## src/design/plfs_pkg.sv

```systemverilog
// Package for the priority link failover selector.
// Operation codes, register indexes, cell command types and field widths.
// No dependencies.
package plfs_pkg;

    localparam int OP_W    = 3;
    localparam int SLOT_W  = 3;
    localparam int PRIO_W  = 8;
    localparam int CNT_W   = 8;
    localparam int TOTAL_W = 16;
    localparam int MASK_W  = 8;

    typedef enum logic [OP_W-1:0] {
        OP_ADD    = 3'd0,
        OP_REMOVE = 3'd1,
        OP_REACH  = 3'd2,
        OP_HB     = 3'd3,
        OP_ACK    = 3'd4,
        OP_TERR   = 3'd5
    } t_op;

    typedef enum logic {
        CFG_ACK_LIMIT = 1'b0,
        CFG_HB_LIMIT  = 1'b1
    } t_cfg_idx;

    typedef enum logic [1:0] {
        FAIL_KEEP  = 2'd0,
        FAIL_CLEAR = 2'd1,
        FAIL_INC1  = 2'd2,
        FAIL_INC2  = 2'd3
    } t_fail_op;

    typedef enum logic [1:0] {
        ACK_KEEP  = 2'd0,
        ACK_CLEAR = 2'd1,
        ACK_LOAD  = 2'd2
    } t_ack_op;

    // Write command to the selected slot cell
    typedef struct packed {
        logic             set_pres;
        logic             clr_pres;
        logic             reach_wr;
        logic             reach_val;
        logic             prio_wr;
        t_fail_op         fail_op;
        t_ack_op          ack_op;
        logic [CNT_W-1:0] ack_val;
    } t_cell_cmd;

endpackage

```

## src/design/plfs_if.sv

```systemverilog
// Handshake channels of the priority link failover selector.
// Event channel and result channel; valid/ready with payload.
// Depends on nothing.
interface plfs_evt_if;
    logic       valid;
    logic       ready;
    logic [2:0] operation;
    logic [2:0] slot;
    logic [7:0] new_priority;
    logic       reachable_now;
    logic [7:0] timeout_count;

    modport source (output valid, operation, slot, new_priority, reachable_now,
                    timeout_count, input ready);
    modport sink   (input valid, operation, slot, new_priority, reachable_now,
                    timeout_count, output ready);
endinterface

interface plfs_res_if;
    logic        valid;
    logic        ready;
    logic        active_valid;
    logic [2:0]  active_slot;
    logic        switched;
    logic        all_unreachable;
    logic [7:0]  reachable_mask;
    logic [15:0] failover_total;

    modport source (output valid, active_valid, active_slot, switched, all_unreachable,
                    reachable_mask, failover_total, input ready);
    modport sink   (input valid, active_valid, active_slot, switched, all_unreachable,
                    reachable_mask, failover_total, output ready);
endinterface

```

## src/design/plfs_cell.sv

```systemverilog
// One endpoint slot of the selector: slot state plus one stage of the
// best-slot search chain. Depends on plfs_pkg.
module plfs_cell #(
    parameter int CELL_IDX = 0,
    parameter int PB       = 8,
    parameter int IW       = 3
) (
    input  logic                      i_clk,
    input  logic                      i_rst_n,
    input  logic                      i_sel,
    input  plfs_pkg::t_cell_cmd       i_cmd,
    input  logic [PB-1:0]             i_prio,
    input  logic                      i_tok_found,
    input  logic [PB-1:0]             i_tok_prio,
    input  logic [IW-1:0]             i_tok_idx,
    output logic                      o_tok_found,
    output logic [PB-1:0]             o_tok_prio,
    output logic [IW-1:0]             o_tok_idx,
    output logic                      o_present,
    output logic                      o_reach,
    output logic [PB-1:0]             o_prio,
    output logic [plfs_pkg::CNT_W-1:0] o_fail
);
    import plfs_pkg::*;

    logic             r_pres, r_reach;
    logic [PB-1:0]    r_prio;
    logic [CNT_W-1:0] r_fail, r_ack;
    logic             r_tok_found;
    logic [PB-1:0]    r_tok_prio;
    logic [IW-1:0]    r_tok_idx;
    logic [CNT_W:0]   w_sum;
    logic [CNT_W-1:0] n_fail;
    logic             w_take;

    // saturating failure bump by one or two
    always_comb begin
        w_sum  = {1'b0, r_fail} + ((i_cmd.fail_op == FAIL_INC2) ? (CNT_W+1)'(2)
                                                                : (CNT_W+1)'(1));
        n_fail = w_sum[CNT_W] ? '1 : w_sum[CNT_W-1:0];
    end

    always_ff @(posedge i_clk) begin
        if (!i_rst_n) begin
            r_pres  <= 1'b0;
            r_reach <= 1'b0;
            r_ack   <= '0;
        end else if (i_sel) begin
            if (i_cmd.set_pres) r_pres <= 1'b1;
            else if (i_cmd.clr_pres) r_pres <= 1'b0;
            if (i_cmd.reach_wr) r_reach <= i_cmd.reach_val;
            case (i_cmd.ack_op)
                ACK_CLEAR: r_ack <= '0;
                ACK_LOAD:  r_ack <= i_cmd.ack_val;
                default:   r_ack <= r_ack;
            endcase
        end
    end

    always_ff @(posedge i_clk) begin
        if (i_sel) begin
            if (i_cmd.prio_wr) r_prio <= i_prio;
            case (i_cmd.fail_op)
                FAIL_CLEAR: r_fail <= '0;
                FAIL_INC1, FAIL_INC2: begin
                    if (r_pres) r_fail <= n_fail;
                end
                default: r_fail <= r_fail;
            endcase
        end
    end

    // search stage: lower slot keeps ties
    assign w_take = r_pres && r_reach && (!i_tok_found || (r_prio > i_tok_prio));

    always_ff @(posedge i_clk) begin
        if (!i_rst_n) begin
            r_tok_found <= 1'b0;
        end else begin
            r_tok_found <= i_tok_found || w_take;
        end
    end

    always_ff @(posedge i_clk) begin
        r_tok_prio <= w_take ? r_prio : i_tok_prio;
        r_tok_idx  <= w_take ? IW'(CELL_IDX) : i_tok_idx;
    end

    assign o_tok_found = r_tok_found;
    assign o_tok_prio  = r_tok_prio;
    assign o_tok_idx   = r_tok_idx;
    assign o_present   = r_pres;
    assign o_reach     = r_reach;
    assign o_prio      = r_prio;
    assign o_fail      = r_fail;

endmodule

```

## src/design/priority_link_failover_selector.sv

```systemverilog
// Top level of the priority link failover selector: event sequencer, active
// selection registers and the row of slot cells. Depends on plfs_pkg, plfs_if
// and plfs_cell.
//
// Use: events enter on i_evt (valid/ready), one result beat per event leaves
// on o_res. Limits are written through i_cfg_we/i_cfg_idx/i_cfg_data while
// the block is idle (index 0 ack timeout limit, 1 heartbeat fail limit).
// One event is handled at a time. An event that needs no failover goes
// through the execute and done states to its result beat in the output
// register; an event that fails over also passes through the scan and
// apply states, the search passing one slot cell per cycle down the chain.
// A new event is accepted in the cycle after the previous result is loaded,
// even while that beat is still held.
// If the receiver stalls, the finished result waits in the output register
// and the sequencer holds its final state until the register frees.
// Reset clears slot presence, reachability and ack counts, the active
// selection and the failover count, and sets both limits to 3.
module priority_link_failover_selector #(
    parameter int NUM_SLOTS     = 8,
    parameter int PRIORITY_BITS = 8
) (
    input  logic       i_clk,
    input  logic       i_rst_n,
    plfs_evt_if.sink   i_evt,
    plfs_res_if.source o_res,
    input  logic       i_cfg_we,
    input  logic       i_cfg_idx,
    input  logic [7:0] i_cfg_data
);
    import plfs_pkg::*;

    localparam int IW = $clog2(NUM_SLOTS);
    localparam int PB = PRIORITY_BITS;

    typedef enum logic [4:0] {
        ST_IDLE  = 5'b00001,
        ST_EXEC  = 5'b00010,
        ST_SCAN  = 5'b00100,
        ST_APPLY = 5'b01000,
        ST_DONE  = 5'b10000
    } t_state;

    t_state r_state, n_state;

    logic [CNT_W-1:0] r_ack_lim, r_hb_lim;
    logic [OP_W-1:0]  r_op;
    logic [SLOT_W-1:0] r_slot;
    logic [PB-1:0]    r_nprio;
    logic             r_rnow;
    logic [CNT_W-1:0] r_tcount;

    logic             r_valid, n_valid;
    logic [IW-1:0]    r_idx, n_idx;
    logic [TOTAL_W-1:0] r_total, n_total;
    logic             r_old_valid;
    logic [IW-1:0]    r_old_idx;
    logic             r_flag, n_flag;
    logic             r_none, n_none;
    logic [IW-1:0]    r_cnt;

    logic             r_out_valid;
    logic             r_o_av, r_o_sw, r_o_none;
    logic [SLOT_W-1:0] r_o_slot;
    logic [MASK_W-1:0] r_o_mask;
    logic [TOTAL_W-1:0] r_o_total;

    t_cell_cmd        w_cmd;
    logic             w_cmd_en;
    logic [IW-1:0]    w_sel_idx;
    logic [IW-1:0]    w_s;
    logic             w_s_ok;

    logic             w_pres  [NUM_SLOTS];
    logic             w_reach [NUM_SLOTS];
    logic [PB-1:0]    w_prio  [NUM_SLOTS];
    logic [CNT_W-1:0] w_fail  [NUM_SLOTS];
    logic             w_tf    [NUM_SLOTS+1];
    logic [PB-1:0]    w_tp    [NUM_SLOTS+1];
    logic [IW-1:0]    w_ti    [NUM_SLOTS+1];
    logic [MASK_W-1:0] w_mask;

    logic             w_ps, w_rs, w_pa, w_act, w_beats;
    logic [PB-1:0]    w_prs, w_pra;
    logic [CNT_W:0]   w_f1sum;
    logic [CNT_W-1:0] w_f1;
    logic             w_out_free;

    assign w_s    = IW'(r_slot);
    assign w_s_ok = 32'(r_slot) < NUM_SLOTS;

    // slot cell row
    assign w_tf[0] = 1'b0;
    assign w_tp[0] = '0;
    assign w_ti[0] = '0;

    for (genvar g = 0; g < NUM_SLOTS; g++) begin : g_cell
        plfs_cell #(.CELL_IDX(g), .PB(PB), .IW(IW)) u_cell (
            .i_clk      (i_clk),
            .i_rst_n    (i_rst_n),
            .i_sel      (w_cmd_en && (w_sel_idx == IW'(g))),
            .i_cmd      (w_cmd),
            .i_prio     (r_nprio),
            .i_tok_found(w_tf[g]),
            .i_tok_prio (w_tp[g]),
            .i_tok_idx  (w_ti[g]),
            .o_tok_found(w_tf[g+1]),
            .o_tok_prio (w_tp[g+1]),
            .o_tok_idx  (w_ti[g+1]),
            .o_present  (w_pres[g]),
            .o_reach    (w_reach[g]),
            .o_prio     (w_prio[g]),
            .o_fail     (w_fail[g])
        );
    end

    for (genvar g = 0; g < MASK_W; g++) begin : g_mask
        if (g < NUM_SLOTS) begin : g_on
            assign w_mask[g] = w_pres[g] && w_reach[g];
        end else begin : g_off
            assign w_mask[g] = 1'b0;
        end
    end

    // views of the event slot and the active slot
    always_comb begin
        w_ps   = w_s_ok ? w_pres[w_s]  : 1'b0;
        w_rs   = w_s_ok ? w_reach[w_s] : 1'b0;
        w_prs  = w_s_ok ? w_prio[w_s]  : '0;
        w_f1sum = {1'b0, (w_s_ok ? w_fail[w_s] : '0)} + (CNT_W+1)'(1);
        w_f1   = w_f1sum[CNT_W] ? '1 : w_f1sum[CNT_W-1:0];
        w_pa   = w_pres[r_idx];
        w_pra  = w_prio[r_idx];
        w_act  = r_valid && (r_idx == w_s);
    end

    assign w_out_free = !r_out_valid || o_res.ready;

    // sequencer
    always_comb begin
        n_state   = r_state;
        n_valid   = r_valid;
        n_idx     = r_idx;
        n_total   = r_total;
        n_flag    = r_flag;
        n_none    = r_none;
        w_cmd     = '0;
        w_cmd_en  = 1'b0;
        w_sel_idx = w_s;
        w_beats   = 1'b0;

        case (r_state)
            ST_IDLE: begin
                if (i_evt.valid) n_state = ST_EXEC;
            end
            ST_EXEC: begin
                n_state  = ST_DONE;
                n_flag   = 1'b0;
                n_none   = 1'b0;
                w_cmd_en = w_s_ok;
                if (w_s_ok) begin
                    case (r_op)
                        OP_ADD: begin
                            w_cmd.set_pres = 1'b1;
                            w_cmd.reach_wr = 1'b1;
                            w_cmd.prio_wr  = 1'b1;
                            w_cmd.fail_op  = FAIL_CLEAR;
                            w_beats = !r_valid ||
                                      ((r_idx != w_s) && (!w_pa || (r_nprio > w_pra)));
                            if (w_beats) begin
                                w_cmd.reach_val = 1'b1;
                                w_cmd.ack_op    = ACK_CLEAR;
                                n_valid = 1'b1;
                                n_idx   = w_s;
                                if (!r_valid || r_idx != w_s) n_total = r_total + 1'b1;
                            end
                        end
                        OP_REMOVE: begin
                            if (w_ps) begin
                                w_cmd.clr_pres = 1'b1;
                                w_cmd.reach_wr = 1'b1;
                                w_cmd.ack_op   = ACK_CLEAR;
                                if (w_act) begin
                                    w_cmd.fail_op = FAIL_INC1;
                                    n_flag  = 1'b1;
                                    n_valid = 1'b0;
                                    n_state = ST_SCAN;
                                end
                            end
                        end
                        OP_REACH: begin
                            if (w_ps) begin
                                w_cmd.reach_wr  = 1'b1;
                                w_cmd.reach_val = r_rnow;
                                if (r_rnow && !w_rs) begin
                                    w_cmd.fail_op = FAIL_CLEAR;
                                    w_cmd.ack_op  = ACK_CLEAR;
                                    w_beats = !r_valid || !w_pa ||
                                              ((r_idx != w_s) && (w_prs > w_pra));
                                    if (w_beats) begin
                                        n_valid = 1'b1;
                                        n_idx   = w_s;
                                        if (!r_valid || r_idx != w_s)
                                            n_total = r_total + 1'b1;
                                    end
                                end else if (!r_rnow && w_rs) begin
                                    w_cmd.fail_op = FAIL_INC1;
                                    if (w_act) begin
                                        n_valid = 1'b0;
                                        n_state = ST_SCAN;
                                    end
                                end
                            end
                        end
                        OP_HB: begin
                            if (w_ps) begin
                                if (w_act) begin
                                    w_cmd.reach_wr = 1'b1;
                                    w_cmd.fail_op  = FAIL_INC2;
                                    n_flag  = 1'b1;
                                    n_valid = 1'b0;
                                    n_state = ST_SCAN;
                                end else if (w_f1 >= r_hb_lim) begin
                                    w_cmd.reach_wr = 1'b1;
                                    w_cmd.fail_op  = FAIL_INC2;
                                end else begin
                                    w_cmd.fail_op  = FAIL_INC1;
                                end
                            end
                        end
                        OP_ACK: begin
                            w_cmd.ack_op  = ACK_LOAD;
                            w_cmd.ack_val = r_tcount;
                            if ((r_tcount >= r_ack_lim) && w_act) begin
                                w_cmd.reach_wr = 1'b1;
                                w_cmd.fail_op  = FAIL_INC1;
                                n_flag  = 1'b1;
                                n_valid = 1'b0;
                                n_state = ST_SCAN;
                            end
                        end
                        OP_TERR: begin
                            if (w_ps) begin
                                // bump, then mark unreachable: two steps on the count
                                w_cmd.reach_wr = 1'b1;
                                w_cmd.fail_op  = FAIL_INC2;
                                if (w_act) begin
                                    n_flag  = 1'b1;
                                    n_valid = 1'b0;
                                    n_state = ST_SCAN;
                                end
                            end
                        end
                        default: w_cmd = '0;
                    endcase
                end
            end
            ST_SCAN: begin
                if (r_cnt == IW'(NUM_SLOTS-1)) n_state = ST_APPLY;
            end
            ST_APPLY: begin
                n_state   = ST_DONE;
                w_sel_idx = w_ti[NUM_SLOTS];
                if (w_tf[NUM_SLOTS]) begin
                    w_cmd_en        = 1'b1;
                    w_cmd.reach_wr  = 1'b1;
                    w_cmd.reach_val = 1'b1;
                    w_cmd.fail_op   = FAIL_CLEAR;
                    w_cmd.ack_op    = ACK_CLEAR;
                    n_valid = 1'b1;
                    n_idx   = w_ti[NUM_SLOTS];
                    n_total = r_total + 1'b1;
                end else begin
                    n_none = r_flag;
                end
            end
            ST_DONE: begin
                if (w_out_free) n_state = ST_IDLE;
            end
            default: n_state = ST_IDLE;
        endcase
    end

    assign i_evt.ready = (r_state == ST_IDLE);

    always_ff @(posedge i_clk) begin
        if (!i_rst_n) begin
            r_state   <= ST_IDLE;
            r_valid   <= 1'b0;
            r_idx     <= '0;
            r_total   <= '0;
            r_flag    <= 1'b0;
            r_none    <= 1'b0;
            r_cnt     <= '0;
            r_ack_lim <= CNT_W'(3);
            r_hb_lim  <= CNT_W'(3);
        end else begin
            r_state <= n_state;
            r_valid <= n_valid;
            r_idx   <= n_idx;
            r_total <= n_total;
            r_flag  <= n_flag;
            r_none  <= n_none;
            r_cnt   <= (r_state == ST_SCAN) ? r_cnt + 1'b1 : '0;
            if (i_cfg_we) begin
                case (t_cfg_idx'(i_cfg_idx))
                    CFG_ACK_LIMIT: r_ack_lim <= i_cfg_data;
                    CFG_HB_LIMIT:  r_hb_lim  <= i_cfg_data;
                    default:       r_ack_lim <= r_ack_lim;
                endcase
            end
        end
    end

    // event beat capture and selection before the event
    always_ff @(posedge i_clk) begin
        if (i_evt.valid && i_evt.ready) begin
            r_op     <= i_evt.operation;
            r_slot   <= i_evt.slot;
            r_nprio  <= PB'(i_evt.new_priority);
            r_rnow   <= i_evt.reachable_now;
            r_tcount <= i_evt.timeout_count;
        end
        if (r_state == ST_EXEC) begin
            r_old_valid <= r_valid;
            r_old_idx   <= r_idx;
        end
    end

    // result register
    always_ff @(posedge i_clk) begin
        if (!i_rst_n) begin
            r_out_valid <= 1'b0;
        end else if (r_state == ST_DONE && w_out_free) begin
            r_out_valid <= 1'b1;
        end else if (o_res.ready) begin
            r_out_valid <= 1'b0;
        end
    end

    always_ff @(posedge i_clk) begin
        if (r_state == ST_DONE && w_out_free) begin
            r_o_av    <= r_valid;
            r_o_slot  <= r_valid ? SLOT_W'(r_idx) : '0;
            r_o_sw    <= (r_old_valid != r_valid) || (r_valid && (r_old_idx != r_idx));
            r_o_none  <= r_none;
            r_o_mask  <= w_mask;
            r_o_total <= r_total;
        end
    end

    assign o_res.valid           = r_out_valid;
    assign o_res.active_valid    = r_o_av;
    assign o_res.active_slot     = r_o_slot;
    assign o_res.switched        = r_o_sw;
    assign o_res.all_unreachable = r_o_none;
    assign o_res.reachable_mask  = r_o_mask;
    assign o_res.failover_total  = r_o_total;

endmodule

```

## src/flat_wrapper.sv

```systemverilog
// flat-port wrapper written by rule: the top's interface ports become plain ports
module priority_link_failover_selector_flat import plfs_pkg::*;
#(
    parameter int NUM_SLOTS     = 8,
    parameter int PRIORITY_BITS = 8
)
  (i_clk, i_rst_n, i_cfg_we, i_cfg_idx, i_cfg_data, i_evt_valid, i_evt_operation, i_evt_slot, i_evt_new_priority, i_evt_reachable_now, i_evt_timeout_count, i_evt_ready, o_res_valid, o_res_active_valid, o_res_active_slot, o_res_switched, o_res_all_unreachable, o_res_reachable_mask, o_res_failover_total, o_res_ready);
  plfs_evt_if i_evt_i ();
  plfs_res_if o_res_i ();
  input  logic i_clk;
  input  logic i_rst_n;
  input  logic i_cfg_we;
  input  logic i_cfg_idx;
  input  logic [7:0] i_cfg_data;
  input wire logic [$bits(i_evt_i.valid)-1:0] i_evt_valid;
  input wire logic [$bits(i_evt_i.operation)-1:0] i_evt_operation;
  input wire logic [$bits(i_evt_i.slot)-1:0] i_evt_slot;
  input wire logic [$bits(i_evt_i.new_priority)-1:0] i_evt_new_priority;
  input wire logic [$bits(i_evt_i.reachable_now)-1:0] i_evt_reachable_now;
  input wire logic [$bits(i_evt_i.timeout_count)-1:0] i_evt_timeout_count;
  output wire logic [$bits(i_evt_i.ready)-1:0] i_evt_ready;
  output wire logic [$bits(o_res_i.valid)-1:0] o_res_valid;
  output wire logic [$bits(o_res_i.active_valid)-1:0] o_res_active_valid;
  output wire logic [$bits(o_res_i.active_slot)-1:0] o_res_active_slot;
  output wire logic [$bits(o_res_i.switched)-1:0] o_res_switched;
  output wire logic [$bits(o_res_i.all_unreachable)-1:0] o_res_all_unreachable;
  output wire logic [$bits(o_res_i.reachable_mask)-1:0] o_res_reachable_mask;
  output wire logic [$bits(o_res_i.failover_total)-1:0] o_res_failover_total;
  input wire logic [$bits(o_res_i.ready)-1:0] o_res_ready;
  assign i_evt_i.valid = i_evt_valid;
  assign i_evt_i.operation = i_evt_operation;
  assign i_evt_i.slot = i_evt_slot;
  assign i_evt_i.new_priority = i_evt_new_priority;
  assign i_evt_i.reachable_now = i_evt_reachable_now;
  assign i_evt_i.timeout_count = i_evt_timeout_count;
  assign i_evt_ready = i_evt_i.ready;
  assign o_res_valid = o_res_i.valid;
  assign o_res_active_valid = o_res_i.active_valid;
  assign o_res_active_slot = o_res_i.active_slot;
  assign o_res_switched = o_res_i.switched;
  assign o_res_all_unreachable = o_res_i.all_unreachable;
  assign o_res_reachable_mask = o_res_i.reachable_mask;
  assign o_res_failover_total = o_res_i.failover_total;
  assign o_res_i.ready = o_res_ready;
  priority_link_failover_selector #(.NUM_SLOTS(NUM_SLOTS), .PRIORITY_BITS(PRIORITY_BITS)) u_core (.i_clk(i_clk), .i_rst_n(i_rst_n), .i_evt(i_evt_i), .o_res(o_res_i), .i_cfg_we(i_cfg_we), .i_cfg_idx(i_cfg_idx), .i_cfg_data(i_cfg_data));
endmodule
```

## config.mk

```make
export PLATFORM = sky130hd
export DESIGN_NAME = priority_link_failover_selector_flat
export DESIGN_NICKNAME = d
export VERILOG_FILES = /design/src/design/plfs_pkg.sv /design/src/design/plfs_if.sv /design/src/design/plfs_cell.sv /design/src/design/priority_link_failover_selector.sv /design/src/flat_wrapper.sv
export SDC_FILE = /design/constraint.sdc
export NUM_CORES = 1
export LEC_CHECK = 0
export BUFFER_PORTS_ARGS = -buffer_cell sky130_fd_sc_hd__buf_2
export CORE_ASPECT_RATIO = 0.8
export CORE_MARGIN = 10
export CORE_UTILIZATION = 55
export DETAILED_ROUTE_END_ITERATION = 7
export GPL_TIMING_DRIVEN = 1
export PLACE_DENSITY = 0.72
export SYNTH_ARGS = -nofsm -noshare
export SYNTH_HDL_FRONTEND = slang
export SYNTH_SLANG_ARGS = --single-unit
```

## constraint.sdc

```tcl
create_clock -name i_clk -period 7 [get_ports i_clk]
set_clock_uncertainty 0.05 [all_clocks]
set_input_delay 1.05 -clock i_clk [delete_from_list [all_inputs] [get_ports i_clk]]
set_output_delay 1.05 -clock i_clk [all_outputs]
set_load 0.01 [all_outputs]
```

* Yosys cells after proc, flatten, opt, wreduce, memory -nomap -nowiden
Cells that the tools add are included.
** Storage, ports and cells
- Bits of input ports :: 37
- Logic and storage cells :: 394
- Output and inout port bits :: 32
- Bits in registers :: 329
** Operators by class
- Magnitude comparators :: 13
- Mux-type cells :: 130
- Add/sub/neg operators :: 11
- Reductions and logical operators :: 112
- Equal/unequal tests :: 48
- Bitwise operators :: 3
** Operators with widths (number)
- 8-bit two-way mux :: 29
- 8-bit case mux with 2 select lines :: 8
- 16-bit two-way mux :: 6
- 8-bit binary-select mux with 3-bit select :: 3
- 8-bit > comparator :: 9
- 16-bit case mux with 2 select lines :: 2
- 8-bit by 9-bit adder with 9-bit output :: 7
- 2-bit AND reduction :: 28
- 5-bit two-way mux :: 9
- 1-bit two-way mux :: 35
- 1-bit logical AND :: 32
- 3-bit AND reduction :: 9
- 5-bit case mux with 5 select lines :: 1
- 2-bit two-way mux :: 11
- 2-bit inequality test (second input constant) :: 11
- 3-bit equality test (second input constant) :: 7
- 1-bit logical OR :: 21
- 3-bit two-way mux :: 7
- 3-bit by 2-bit inequality test with 1-bit output (second input constant) :: 6
- 16-bit by 1-bit adder with 16-bit output (second input constant) :: 1
- 8-bit >= comparator :: 2
- 5-bit case mux with 3 select lines :: 1
- 3-bit by 2-bit equality test with 1-bit output (second input constant) :: 4
- 1-bit zero test :: 12
- other kinds (38) :: 56

* Longest topological paths before layout
Gate-level depths: netlist (run 1).
- Depth after elaboration :: 18
- Mapped depth :: 24
- Mapped depth without buffers :: 23

* Cells and area by module
Synthesis (run 1) repeated with hierarchy kept, for this count alone.
** Unflattened totals
- Cell total of the unflattened synthesis :: 1577
- Area total of the unflattened synthesis :: 18215.0 um^2
** By module, submodules not included
- plfs_cell (u_core.g_cell[0].u_cell ...) :: area each 1426.4 um^2, times used 7, cells each 119, seq. area each 760.7 um^2
- priority_link_failover_selector :: area each 6807.8 um^2, times used 1, cells each 625, seq. area each 2652.5 um^2
- plfs_cell (u_core.g_cell[7].u_cell) :: area each 1422.6 um^2, times used 1, cells each 119, seq. area each 760.7 um^2

* Worst setup path before layout (run 1)
Ideal clock, no wire load.
- Path kind :: register to register
- Start point :: register u_core.r_slot[0]
- End point :: register u_core.g_cell[1].u_cell.r_fail[7] (data pin)
- Data arrival time :: 4.992 ns
- Clock period less this slack :: 5.314 ns
- Path buffers :: 1
- Slack :: 1.686 ns
- Data required time :: 6.679 ns
- Setup time :: 0.271 ns
- Cell stages (with the launch flop) :: 21
- Cell sequence :: edfxtp_1 > buf_4 > mux4_2 > mux2_2 > ha_1 > nand3b_1 > nor3_1 > mux2i_1 > ha_1 > a21o_1 > a211o_1 > o2111ai_1 > o2111a_1 > nand2b_1 > inv_1 > ha_1 > a21oi_1 > nor3b_1 > nand3_1 > nor2_1 > a211oi_1
** Between the ends
- Word-level cells in the longest chain between the ends :: 18
- Elaborated cells between the ends (all ways) :: 40
- Those cells by class :: add/sub (2); order compare (1); eq/ne (4); mux (26); bitwise (1); reduce/logical (6)
** RTL lines
- start: declaration :: line priority_link_failover_selector.sv:47 : logic [SLOT_W-1:0] r_slot;
- start signal: assignment :: line priority_link_failover_selector.sv:318 : r_slot <= i_evt.slot;
- 3-bit NOT with 4-bit output (implied by the code) :: line priority_link_failover_selector.sv:126, priority_link_failover_selector.sv:127, priority_link_failover_selector.sv:129
- 8-bit binary-select mux with 3-bit select :: line priority_link_failover_selector.sv:129 : w_f1sum = {1'b0, (w_s_ok ? w_fail[w_s] : '0)} + (CNT_W+1)'(1);
- 8-bit two-way mux (implied by the code) (2 in a row) :: line priority_link_failover_selector.sv:129
- 8-bit by 1-bit adder with 9-bit output :: line priority_link_failover_selector.sv:129
- 8-bit two-way mux :: line priority_link_failover_selector.sv:130 : w_f1 = w_f1sum[CNT_W] ? '1 : w_f1sum[CNT_W-1:0];
- 8-bit >= comparator :: line priority_link_failover_selector.sv:222 : end else if (w_f1 >= r_hb_lim) begin
- 1-bit two-way mux :: line priority_link_failover_selector.sv:222
- 2-bit two-way mux :: line priority_link_failover_selector.sv:216 : if (w_act) begin
- 2-bit two-way mux :: line priority_link_failover_selector.sv:215 : if (w_ps) begin
- 2-bit case mux with 6 select lines * :: line priority_link_failover_selector.sv:161 : case (r_op)
- 4-bit case mux with 2 select lines * :: line priority_link_failover_selector.sv:151 : case (r_state)
- 2-bit equality test :: line plfs_cell.sv:38, plfs_cell.sv:63
- 2-bit two-way mux :: line plfs_cell.sv:38 : w_sum = {1'b0, r_fail} + ((i_cmd.fail_op == FAIL_INC2) ? (CNT_W+1)'(2)
- 8-bit by 9-bit adder with 9-bit output :: line plfs_cell.sv:38
- 8-bit two-way mux :: line plfs_cell.sv:40 : n_fail = w_sum[CNT_W] ? '1 : w_sum[CNT_W-1:0];
- 8-bit two-way mux :: line plfs_cell.sv:66 : if (r_pres) r_fail <= n_fail;
- 8-bit case mux with 2 select lines * :: line plfs_cell.sv:63 : case (i_cmd.fail_op)
- end signal: assignment :: line plfs_cell.sv:66
- end signal: assignment :: line plfs_cell.sv:68 : default: r_fail <= r_fail;
- end: declaration :: line plfs_cell.sv:28 : logic [CNT_W-1:0] r_fail, r_ack;
Mark *: on every way between the ends. The rest lies on a longest branch, timed or not. The select of a mux whose other input is x is not followed.
A chain may end at the register's enable or synchronous reset.

* Final worst setup path (run 1)
- Start point :: register u_core.r_slot[0]
- End point :: register u_core.g_cell[5].u_cell.r_fail[5] (data pin)
** Between the ends
- Word-level cells in the longest chain between the ends :: 18
- Elaborated cells between the ends (all ways) :: 40
- Those cells by class :: add/sub (2); order compare (1); eq/ne (4); mux (26); bitwise (1); reduce/logical (6)
** RTL lines (line)
- 3-bit NOT with 4-bit output (implied by the code) :: priority_link_failover_selector.sv:126, priority_link_failover_selector.sv:127, priority_link_failover_selector.sv:129
- 8-bit binary-select mux with 3-bit select :: priority_link_failover_selector.sv:129
- 8-bit two-way mux (implied by the code) (2 in a row) :: priority_link_failover_selector.sv:129
- 8-bit by 1-bit adder with 9-bit output :: priority_link_failover_selector.sv:129
- 8-bit two-way mux :: priority_link_failover_selector.sv:130
- 8-bit >= comparator :: priority_link_failover_selector.sv:222
- 1-bit two-way mux :: priority_link_failover_selector.sv:222
- 2-bit two-way mux :: priority_link_failover_selector.sv:216
- 2-bit two-way mux :: priority_link_failover_selector.sv:215
- 2-bit case mux with 6 select lines * :: priority_link_failover_selector.sv:161
- 4-bit case mux with 2 select lines * :: priority_link_failover_selector.sv:151
- 2-bit equality test :: plfs_cell.sv:38, plfs_cell.sv:63
- 2-bit two-way mux :: plfs_cell.sv:38
- 8-bit by 9-bit adder with 9-bit output :: plfs_cell.sv:38
- 8-bit two-way mux :: plfs_cell.sv:40
- 8-bit two-way mux :: plfs_cell.sv:66
- 8-bit case mux with 2 select lines * :: plfs_cell.sv:63
- end signal: assignment :: plfs_cell.sv:66
- end signal: assignment :: plfs_cell.sv:68
- end: declaration :: plfs_cell.sv:28
Marks and branches as above.

==> results of run 1 <==
Yosys cell counts, drive strengths merged, types with 6 or more instances:
cell / n / share of area
o211ai: 7 / 0.0031
or3: 6 / 0.0025
inv: 131 / 0.029
a21o: 12 / 0.0053
and2: 21 / 0.0077
a21oi: 131 / 0.038
nor2: 62 / 0.014
nand4: 27 / 0.0099
mux4: 54 / 0.071
dfxtp: 144 / 0.17
o21ai: 36 / 0.011
ha: 110 / 0.081
o31ai: 19 / 0.0087
buf: 24 / 0.0073
o21a: 32 / 0.014
fa: 8 / 0.0094
mux2: 61 / 0.040
nand3: 48 / 0.014
xnor2: 24 / 0.012
mux2i: 22 / 0.014
clkbuf: 35 / 0.0078
nor2b: 21 / 0.0077
edfxtp: 185 / 0.33
o221a: 6 / 0.0040
or4: 14 / 0.0062
xor2: 18 / 0.0093
a211oi: 9 / 0.0040
nor3: 20 / 0.0065
nand2b: 21 / 0.0077
and3: 22 / 0.0081
a31oi: 10 / 0.0037
nand2: 85 / 0.019
power groups by stage:
stage	clock network [W]	registers, W	logic, W
floorplan	0	0.00211	0.000149
finish	0.00177	0.00208	0.000202
global route	0.00187	0.00208	0.000221
CTS	0.00180	0.00208	0.000200
detailed placement	0	0.00212	0.000198
global placement	0	0.00212	0.000191
stage by stage:
stage	setup slack (ns)	instances
global route	0.232	1978
detailed placement	0.800	1917
floorplan	1.69	1479
CTS	0.809	1978
global placement	1.01	1917
finish	0.809	1978
layer usage:
| layer | global-route usage | part of all wire | vias to the layer above |
|---|---|---|---|
| met4 | 0.0395 | 0.014 | 0 |
| li1 | - | - | 5588 |
| met5 | 0 | 0 | - |
| met1 | 0.301 | 0.47 | 5809 |
| met3 | 0.0427 | 0.092 | 48 |
| met2 | 0.294 | 0.43 | 503 |
path summary, 6_finish.rpt:
| kind | from | to | slack [ns] | depth (start not counted) |
|---|---|---|---|---|
| worst max-delay path | u_core.r_slot[0]$_DFFE_PP_ | u_core.g_cell[5].u_cell.o_fail[5]$_SDFFCE_PN0P_ | 0.81 | 23 |
| worst min-delay path | u_core.g_cell[2].u_cell.o_tok_idx[1]$_SDFF_PP1_ | u_core.g_cell[3].u_cell.o_tok_idx[1]$_SDFF_PP1_ | 0.36 | 1 |
| worst max register to register | u_core.r_slot[0]$_DFFE_PP_ | u_core.g_cell[5].u_cell.o_fail[5]$_SDFFCE_PN0P_ | 0.81 | 23 |
| worst min register to register | u_core.g_cell[2].u_cell.o_tok_idx[1]$_SDFF_PP1_ | u_core.g_cell[3].u_cell.o_tok_idx[1]$_SDFF_PP1_ | 0.36 | 1 |
cell type report:
cell class	count	area share
flip-flops and latches	329	0.448
repair buffers	84	0.0244
inverters	131	0.0261
well taps	413	0.0274
clock inverters	12	0.00518
multi-input cells	960	0.417
clock buffers	49	0.0521
sequential cells by signal (all words and copies together), names as in the netlist, 16 cells and up:
register / flops
u_core.g_cell.u_cell.o_prio: 64
u_core.g_cell.u_cell.o_fail: 64
u_core.o_res.failover_total: 16
u_core.g_cell.u_cell.o_tok_idx: 17
u_core.r_total: 16
u_core.g_cell.u_cell.o_tok_prio: 56
layout by cell type (no fill, tap or decap), types with 7 or more instances in the layout:
cell type / instances
ha_1: 110
a211oi_1: 9
nor2_1: 62
edfxtp_1: 185
nand2_1: 85
inv_1: 129
nor2b_1: 21
nand2b_1: 21
a31oi_1: 10
mux2_2: 61
xnor2_1: 24
o31ai_1: 17
or4_1: 14
a21o_1: 12
dfxtp_1: 144
nand4_1: 27
o21ai_0: 32
and2_1: 21
xor2_1: 18
fa_1: 8
clkbuf_16: 36
a21oi_1: 131
clkbuf_1: 8
buf_4: 16
nand3_1: 48
o211ai_1: 7
mux2i_1: 19
and3_1: 22
buf_2: 68
o21a_1: 32
mux4_2: 54
nor3_1: 18
cell families (layout without fill, tap and decap cells):
logic type               after synthesis  count (layout)
multiplexers                         137             137
AND/OR/NAND/NOR                      363             363
XOR/XNOR                              42              42
buffers and inverters                190             276
flip-flops                           329             329
adder cells (fa/ha/maj)              118             118
AO/OA/AOI/OAI                        300             300
worst register-to-register path, stage by stage, from the launching register on:
cell       delay, ns
edfxtp_1        0.91
mux4_2          0.61
mux2_2          0.30
ha_1            0.23
nand3b_1        0.13
nor3_1          0.12
nand2_1         0.17
nand2_1         0.08
ha_1            0.29
o21a_1          0.16
o21ai_0         0.19
a221oi_1        0.13
o2111ai_1       0.19
o2111a_1        0.23
nand2b_1        0.47
buf_4           0.31
ha_1            0.19
inv_1           0.06
fa_1            0.41
nor2_1          0.23
nand2_1         0.12
nor2_1          0.11
nand2_1         0.15
a21oi_1         0.18
==> results by group, run 1 <==
Critical path
  – Crit path capture type: flip-flop
  – Slowest CP cell: edfxtp_1
  – CP required: 7.30 ns
  – CP arrival: 6.49 ns
  – Worst setup path class: flip-flop to flip-flop
  – Slowest cell delay on critical path: 0.91 ns
  – Most common cell on crit path: nand2_1
  – Delay-heaviest family, CP: simple AND/OR/NAND/NOR gates
  – CP bufs+invs: 2
  – Worst-path fanout max: 16
  – CP Launch Type: flip-flop
  – Critical-path cell list: mux4_2, mux2_2, ha_1, nand3b_1, nor3_1, nand2_1, nand2_1, ha_1, o21a_1, o21ai_0, a221oi_1, o2111ai_1, o2111a_1, nand2b_1, buf_4, ha_1, inv_1, fa_1, nor2_1, nand2_1, nor2_1, nand2_1, a21oi_1

Clock tree
  – Cts-stage hold buffer count: 0
  – Longest Clk Path Bufs: 3
  – Clock slew at reported path FFs: 0.06 ns
  – Clock Latency Late Sink: 0.52 ns
  – CTS tree: done
  – TritonCTS Sinks: 329
  – Post-cts sizing count: 0
  – Root Driver: clkbuf_16
  – Num CTS Buffers: 34
  – Post-CTS setup buffer count: 0
  – Htree depth: 2

Yosys
  – Syn nets: 1634
  – Largest family of logic cells by synthesized area: multiplexers
  – Adder-cell share of the synthesized area: 0.0902
  – Post-synth EDFFs: 185
  – Synth async-reset ratio: 0
  – Mapped Cells: 1479
  – Synth Area in Simple Gates: 0.111
  – Unique masters post-synth: 73
  – Syn_area_per_cell: 11.5 um2
  – Seq/Total Area, Yosys: 0.495
  – YS warnings: 0
  – Post-Synth XOR/XNOR Area: 0.0216
  – Compound-gate portion of the synthesized area: 0.113
  – Netlist Area Pre-Place: 17000 um2
  – Ys flop type: edfxtp_1
  – Post-synthesis mux area share: 0.125
  – Number of synthesized register bits: 329

Timing
  – Fin crit period: 6.19 ns
  – RSZ-0062 raised after global routing: false
  – Max-slew violation count: 0
  – Final Hold Fails: 0
  – # setup viols final: 0
  – Rel. slew slack: 0.281
  – Crit share post-route: 0.884
  – FMAX: 162 MHz
  – Least-Margin Pin Slew: 1.08 ns
  – WHS: 0.364 ns
  – Setup TNS: 0 ns

Layout
  – N_diodes: 0
  – Final instance area: 18800 um2
  – Fillers: 2353
  – Util after Layout: 0.619
  – Nets: 1695
  – FF+latch area: 8440 um2
  – Area Overhead vs Synth: 10.7%
  – Multi-input logic area: 7860 um2
  – Share of layout cells above drive strength 1: 0.174

Power and ir drop
  – Net switching power: 0.000898 W
  – Clock network fraction of total power: 0.437
  – Leakage: 6.95 nW
  – Sw Ratio: 0.221
  – Sequential power share: 0.513
  – Peak VDD IR: 139 uV
  – Power Internal: 0.00316 W
  – Power per cell area: 215 nW/um2
  – Tot Pwr: 0.00406 W
  – Part of the power in combinational logic: 0.050

Route
  – 1st-pass router iterations: 5
  – Drt wl/cell: 20.0 um
  – Routed via count: 11900
  – DRC violations left: 0
  – Vias per cell: 6.04
  – Antenna Nets Post-Route: 0
  – Initial drt markers: 1106
  – Final wirelength: 39500 um

Die
  – Row count: 57
  – Ports: 69
  – Core Area: 30500 um2
  – Starting Density: 0.559
  – Die Ht: 177 um
  – Die W: 217 um
  – Die area: 38500 um2

Global route
  – Total gr overflow: 0
  – First-pass GRT wire length: 62400 um
  – Vias in the first global route: 11500
  – Initial antenna violation count: 0
  – Pin count of the biggest net entering global routing: 63
  – Tot GR Track Use: 0.201

Place
  – Area post-placement: 17800 um2
  – Port buffer count: 68
  – Routability cong.: 0.928
  – Dpl hpwl: 29200 um

Flow run
  – Maxcap violations: 0

Status
  – Status: complete, no violations

Hold path
  – Hold/Removal Path Class: flip-flop to flip-flop
No activity file was read; power rests on OpenSTA's default activity.
==> run 2: changes to the inputs <==
--- a/config.mk
+++ b/config.mk
@@ -12,6 +12,7 @@
 export DETAILED_ROUTE_END_ITERATION = 7
 export GPL_TIMING_DRIVEN = 1
 export PLACE_DENSITY = 0.72
+export RECOVER_POWER = 50
 export SYNTH_ARGS = -nofsm -noshare
 export SYNTH_HDL_FRONTEND = slang
 export SYNTH_SLANG_ARGS = --single-unit
==> results by group, run 2 (synthesized netlist as in run 1, its figures left out) <==
Route
  – Antenna Nets Post-Route: 0
  – Routed via count: 11900
  – Vias per cell: 6.01
  – DRC violations left: 0
  – Final wirelength: 39500 um
  – Initial drt markers: 1117
  – Drt wl/cell: 19.9 um
  – 1st-pass router iterations: 6

Power and ir drop
  – Leakage: 6.80 nW
  – Peak VDD IR: 141 uV
  – Power per cell area: 216 nW/um2
  – Tot Pwr: 0.00406 W

Global route
  – Pin count of the biggest net entering global routing: 63
  – Total gr overflow: 0
  – Initial antenna violation count: 0
  – First-pass GRT wire length: 62400 um
  – Vias in the first global route: 11500
  – Tot GR Track Use: 0.201

Critical path
  – Worst Setup SP: u_core.r_slot[0]$_DFFE_PP_
  – Worst-path fanout max: 16
  – CP required: 7.31 ns
  – CP Launch Type: flip-flop
  – Worst setup path class: flip-flop to flip-flop
  – Crit path capture type: flip-flop
  – Worst setup path end: u_core.g_cell[5].u_cell.o_fail[5]$_SDFFCE_PN0P_
  – Crit Reg-Reg Endpoint: u_core.g_cell[5].u_cell.o_fail[5]$_SDFFCE_PN0P_
  – Worst R2R Path Depth: 23
  – FF-to-FF Start: u_core.r_slot[0]$_DFFE_PP_
  – R2r setup slk: 0.81 ns
  – CP arrival: 6.50 ns

Layout
  – Share of layout cells above drive strength 1: 0.144
  – Layout Cells excl Fill: 1978
  – Fillers: 2387
  – Final instance area: 18800 um2
  – N_diodes: 0
  – Area Overhead vs Synth: 10.2%
  – Most frequent cells in the layout: edfxtp_1 (185), dfxtp_1 (144), inv_1 (131), a21oi_1 (131), ha_1 (110)
  – Most common cell after layout, fill and taps aside: edfxtp_1
  – Nets: 1695

Timing
  – Rel. slew slack: -0.214
  – FMAX: 162 MHz
  – Fin crit period: 6.19 ns
  – Final Hold Fails: 0
  – Setup TNS: 0 ns
  – # setup viols final: 0
  – Max-slew violation count: 138
  – RSZ-0062 raised after global routing: false
  – Crit share post-route: 0.884
  – Least-Margin Pin Slew: 1.82 ns
  – Post-route setup slack: 0.811 ns

Clock tree
  – Clock Latency Late Sink: 0.52 ns
  – Htree depth: 2
  – Cts-stage hold buffer count: 0
  – CTS tree: done
  – Post-CTS setup buffer count: 0
  – Clock slew at reported path FFs: 0.06 ns
  – Post-cts sizing count: 0
  – Root Driver: clkbuf_16
  – TritonCTS Sinks: 329
  – Num CTS Buffers: 34
  – Longest Clk Path Bufs: 3

Status
  – Status: finished, violations left
  – Failing checks: max-capacitance violations, max-slew violations

Place
  – Worst slack at placement: 0.800 ns
  – Routability cong.: 0.928
  – Cell total after placement: 1917
  – Dpl hpwl: 29200 um
  – Area post-placement: 17800 um2
  – Port buffer count: 68

Hold path
  – Hold/Removal Path Class: flip-flop to flip-flop

Die
  – Die W: 217 um
  – Starting Density: 0.559
  – Row count: 57
  – Core Area: 30500 um2
  – Die area: 38500 um2
  – Ports: 69
  – Die Ht: 177 um

Flow run
  – Maxcap violations: 5
==> run 2: changes by cell type in the layout (fill, tap and decap cells not counted), moves of 2 or more <==
| cell | change |
|---|---|
| inv_2 | -2 |
| inv_1 | +2 |
| and2_0 | +9 |
| clkbuf_1 | +42 |
| and2_1 | -9 |
| buf_4 | -8 |
| buf_2 | -34 |
==> run 2: how the worst min path moves through the flow <==
stage	start	end	slack, ns	cells after the start
after floorplan	u_core.g_cell[2].u_cell.o_tok_idx[0]$_SDFF_PP0_	u_core.g_cell[3].u_cell.o_tok_idx[0]$_SDFF_PP1_	0.34	1
after global placement	u_core.g_cell[4].u_cell.o_tok_idx[2]$_SDFF_PP1_	u_core.g_cell[5].u_cell.o_tok_idx[2]$_SDFF_PP1_	0.34	1
after detailed placement	u_core.g_cell[4].u_cell.o_tok_idx[2]$_SDFF_PP1_	u_core.g_cell[5].u_cell.o_tok_idx[2]$_SDFF_PP1_	0.36	1
after CTS	u_core.g_cell[4].u_cell.o_tok_idx[2]$_SDFF_PP1_	u_core.g_cell[5].u_cell.o_tok_idx[2]$_SDFF_PP1_	0.38	1
after global routing	u_core.g_cell[4].u_cell.o_tok_idx[2]$_SDFF_PP1_	u_core.g_cell[5].u_cell.o_tok_idx[2]$_SDFF_PP1_	0.39	1
final	u_core.g_cell[2].u_cell.o_tok_idx[1]$_SDFF_PP1_	u_core.g_cell[3].u_cell.o_tok_idx[1]$_SDFF_PP1_	0.36	1
==> run 2: layout make-up <==
cell class,instances,area [um2],share of cell area
sequential,329,8440,0.450
inverter,131,492,0.0262
clock inverter,12,97.6,0.00520
multi-input combinational,960,7850,0.418
clock buffer,49,982,0.0523
timing repair buffer,84,388,0.0207
tap,413,517,0.0275
==> run 2: power by group <==
group | total, W | switching (W) | internal (W)
clock | 0.00177 | 0.000753 | 0.00102
combinational | 0.000200 | 0.000117 | 0.0000831
sequential | 0.00208 | 0.0000281 | 0.00205
==> run 2: metrics by stage <==
stage	util	hold WS, ns
after detailed placement	0.584	0.364
after CTS	0.619	0.378
after floorplan	-	0.336
after global placement	0.584	0.340
final	0.616	0.362
after global routing	0.616	0.391
==> run 2: critical path, cell delays in order, from the launching register on <==
cell       delay [ns]
edfxtp_1         0.91
mux4_2           0.61
mux2_2           0.30
ha_1             0.23
nand3b_1         0.13
nor3_1           0.12
nand2_1          0.17
nand2_1          0.08
ha_1             0.29
o21a_1           0.16
o21ai_0          0.19
a221oi_1         0.13
o2111ai_1        0.19
o2111a_1         0.23
nand2b_1         0.47
buf_4            0.30
ha_1             0.19
inv_1            0.06
fa_1             0.41
nor2_1           0.23
nand2_1          0.12
nor2_1           0.12
nand2_1          0.15
a21oi_1          0.18
==> run 2: routing by layer <==
metal / up-vias / wire length (um) / track usage
met3: 45 / 3620 / 0.0427
met2: 473 / 16900 / 0.294
met1: 5785 / 18400 / 0.301
met4: 0 / 519 / 0.0395
li1: 5585 / - / -
met5: - / 0 / 0
==> run 3: changes to the inputs <==
--- a/config.mk
+++ b/config.mk
@@ -9,10 +9,11 @@
 export CORE_ASPECT_RATIO = 0.8
 export CORE_MARGIN = 10
 export CORE_UTILIZATION = 55
+export CTS_CLUSTER_DIAMETER = 30
 export DETAILED_ROUTE_END_ITERATION = 7
 export GPL_TIMING_DRIVEN = 1
 export PLACE_DENSITY = 0.72
-export RECOVER_POWER = 50
+export RECOVER_POWER = 100
 export SYNTH_ARGS = -nofsm -noshare
 export SYNTH_HDL_FRONTEND = slang
 export SYNTH_SLANG_ARGS = --single-unit
==> results by group, run 3 (synthesized netlist as in run 1, its figures left out) <==
Die
  – Starting Density: 0.559
  – Ports: 69
  – Core Area: 30500 um2
  – Die W: 217 um
  – Die Ht: 177 um
  – Die area: 38500 um2
  – Row count: 57

Route
  – Antenna Nets Post-Route: 0
  – DRC violations left: 0
  – Drt wl/cell: 19.9 um
  – Initial drt markers: 1190
  – Routed via count: 12100
  – 1st-pass router iterations: 5
  – Final wirelength: 40400 um
  – Vias per cell: 5.94

Clock tree
  – Post-cts sizing count: 0
  – Num CTS Buffers: 61
  – Root Driver: clkbuf_16
  – TritonCTS Sinks: 329
  – Clock slew at reported path FFs: 0.06 ns
  – Htree depth: 2
  – Cts-stage hold buffer count: 0
  – Post-CTS setup buffer count: 0
  – CTS tree: done
  – Clock Latency Late Sink: 0.59 ns
  – Longest Clk Path Bufs: 3

Timing
  – RSZ-0062 raised after global routing: false
  – Rel. slew slack: -0.205
  – Max-slew violation count: 138
  – # setup viols final: 0
  – Post-route setup slack: 0.748 ns
  – Setup TNS: 0 ns
  – FMAX: 160 MHz
  – Fin crit period: 6.25 ns
  – Least-Margin Pin Slew: 1.81 ns
  – Final Hold Fails: 0
  – WHS: 0.366 ns
  – Crit share post-route: 0.893

Place
  – Routability cong.: 0.928
  – Port buffer count: 68
  – Dpl hpwl: 29200 um
  – Worst slack at placement: 0.800 ns

Power and ir drop
  – Power per cell area: 269 nW/um2
  – Net switching power: 0.00124 W
  – Leakage: 7.30 nW
  – Peak VDD IR: 179 uV
  – Sw Ratio: 0.233
  – Part of the power in combinational logic: 0.038
  – Sequential power share: 0.391
  – Clock network fraction of total power: 0.571
  – Power Internal: 0.00409 W

Layout
  – Share of layout cells above drive strength 1: 0.171
  – Most common cell after layout, fill and taps aside: edfxtp_1
  – Area Overhead vs Synth: 16.6%
  – Nets: 1722
  – Most frequent cells in the layout: edfxtp_1 (185), dfxtp_1 (144), inv_1 (131), a21oi_1 (131), ha_1 (110)
  – Fillers: 2236
  – N_diodes: 0

Global route
  – Vias in the first global route: 12000
  – Tot GR Track Use: 0.208
  – Initial antenna violation count: 0
  – First-pass GRT wire length: 64500 um
  – Pin count of the biggest net entering global routing: 63
  – Total gr overflow: 0

Flow run
  – Maxcap violations: 6

Status
  – Failing checks: max-capacitance violations, max-slew violations
  – Status: finished, violations left

Critical path
  – Worst setup path class: flip-flop to flip-flop
  – CP Launch Type: flip-flop
  – CP arrival: 6.63 ns
  – Worst-path fanout max: 16
  – CP required: 7.38 ns
  – Crit path capture type: flip-flop

Hold path
  – Hold/Removal Path Class: flip-flop to flip-flop
run 3: cell count changes in the layout (fill, tap and decap cells not counted), moves of 4 or more:
cell	before	now
clkinv_8	0	5
inv_8	0	4
clkbuf_1	50	46
clkinv_4	1	5
mux2_2	61	55
mux2_1	0	6
inv_6	1	10
clkbuf_16	36	61
bufinv_16	1	7
clkinvlp_4	2	9
run 3: final cells by class:
cell class,instances,area (um2),area share
clock inverters,46,578,0.0291
multi-input cells,960,7850,0.395
well taps,413,517,0.0260
inverters,131,492,0.0248
clock buffers,68,1600,0.0807
flip-flops and latches,329,8440,0.425
repair buffers,84,383,0.0193
run 3: worst max-delay path, stage by stage, from the launching register on:
cell and delay, ns:
edfxtp_1 0.90, mux4_2 0.61, mux2i_1 0.25, inv_1 0.08
ha_1 0.21, nand3b_1 0.13, nor3_1 0.12, nand2_1 0.17
nand2_1 0.08, ha_1 0.29, o21a_1 0.16, o21ai_0 0.19
a221oi_1 0.13, o2111ai_1 0.19, o2111a_1 0.23, nand2b_1 0.49
buf_4 0.30, ha_1 0.19, inv_1 0.06, fa_1 0.41
nor2_1 0.23, nand2_1 0.12, nor2_1 0.15, nand2_1 0.16
a21oi_1 0.17
run 3: power by group through the flow:
| stage | sequential (W) | combinational [W] | clock (W) |
|---|---|---|---|
| global route | 0.00209 | 0.000220 | 0.00318 |
| finish | 0.00209 | 0.000200 | 0.00305 |
| floorplan | 0.00211 | 0.000149 | 0 |
| CTS | 0.00209 | 0.000200 | 0.00308 |
| global placement | 0.00212 | 0.000191 | 0 |
| detailed placement | 0.00212 | 0.000198 | 0 |
run 3: routing by layer:
metal / vias to the layer above / GRT usage / part of all wire
li1: 5683 / - / -
met1: 5827 / 0.297 / 0.45
met2: 501 / 0.307 / 0.43
met3: 63 / 0.0551 / 0.097
met4: 0 / 0.0541 / 0.019
met5: - / 0 / 0
run 3: per-stage QoR:
step	utilization	power (W)	instance area (um2)	std cells
floorplan	-	0.00226	17000	1479
global placement	0.584	0.00231	17800	1917
detailed placement	0.584	0.00232	17800	1917
CTS	0.655	0.00537	20000	2031
global route	0.652	0.00549	19900	2031
finish	0.652	0.00533	19900	2031
run 3: path summary, 6_finish.rpt:
path	start	to	slack, ns	cells after the start
min	u_core.g_cell[2].u_cell.o_tok_idx[1]$_SDFF_PP1_	u_core.g_cell[3].u_cell.o_tok_idx[1]$_SDFF_PP1_	0.37	1
max	u_core.r_slot[0]$_DFFE_PP_	u_core.g_cell[5].u_cell.o_fail[5]$_SDFFCE_PN0P_	0.75	24
min reg2reg	u_core.g_cell[2].u_cell.o_tok_idx[1]$_SDFF_PP1_	u_core.g_cell[3].u_cell.o_tok_idx[1]$_SDFF_PP1_	0.37	1
max reg2reg	u_core.r_slot[0]$_DFFE_PP_	u_core.g_cell[5].u_cell.o_fail[5]$_SDFFCE_PN0P_	0.75	24
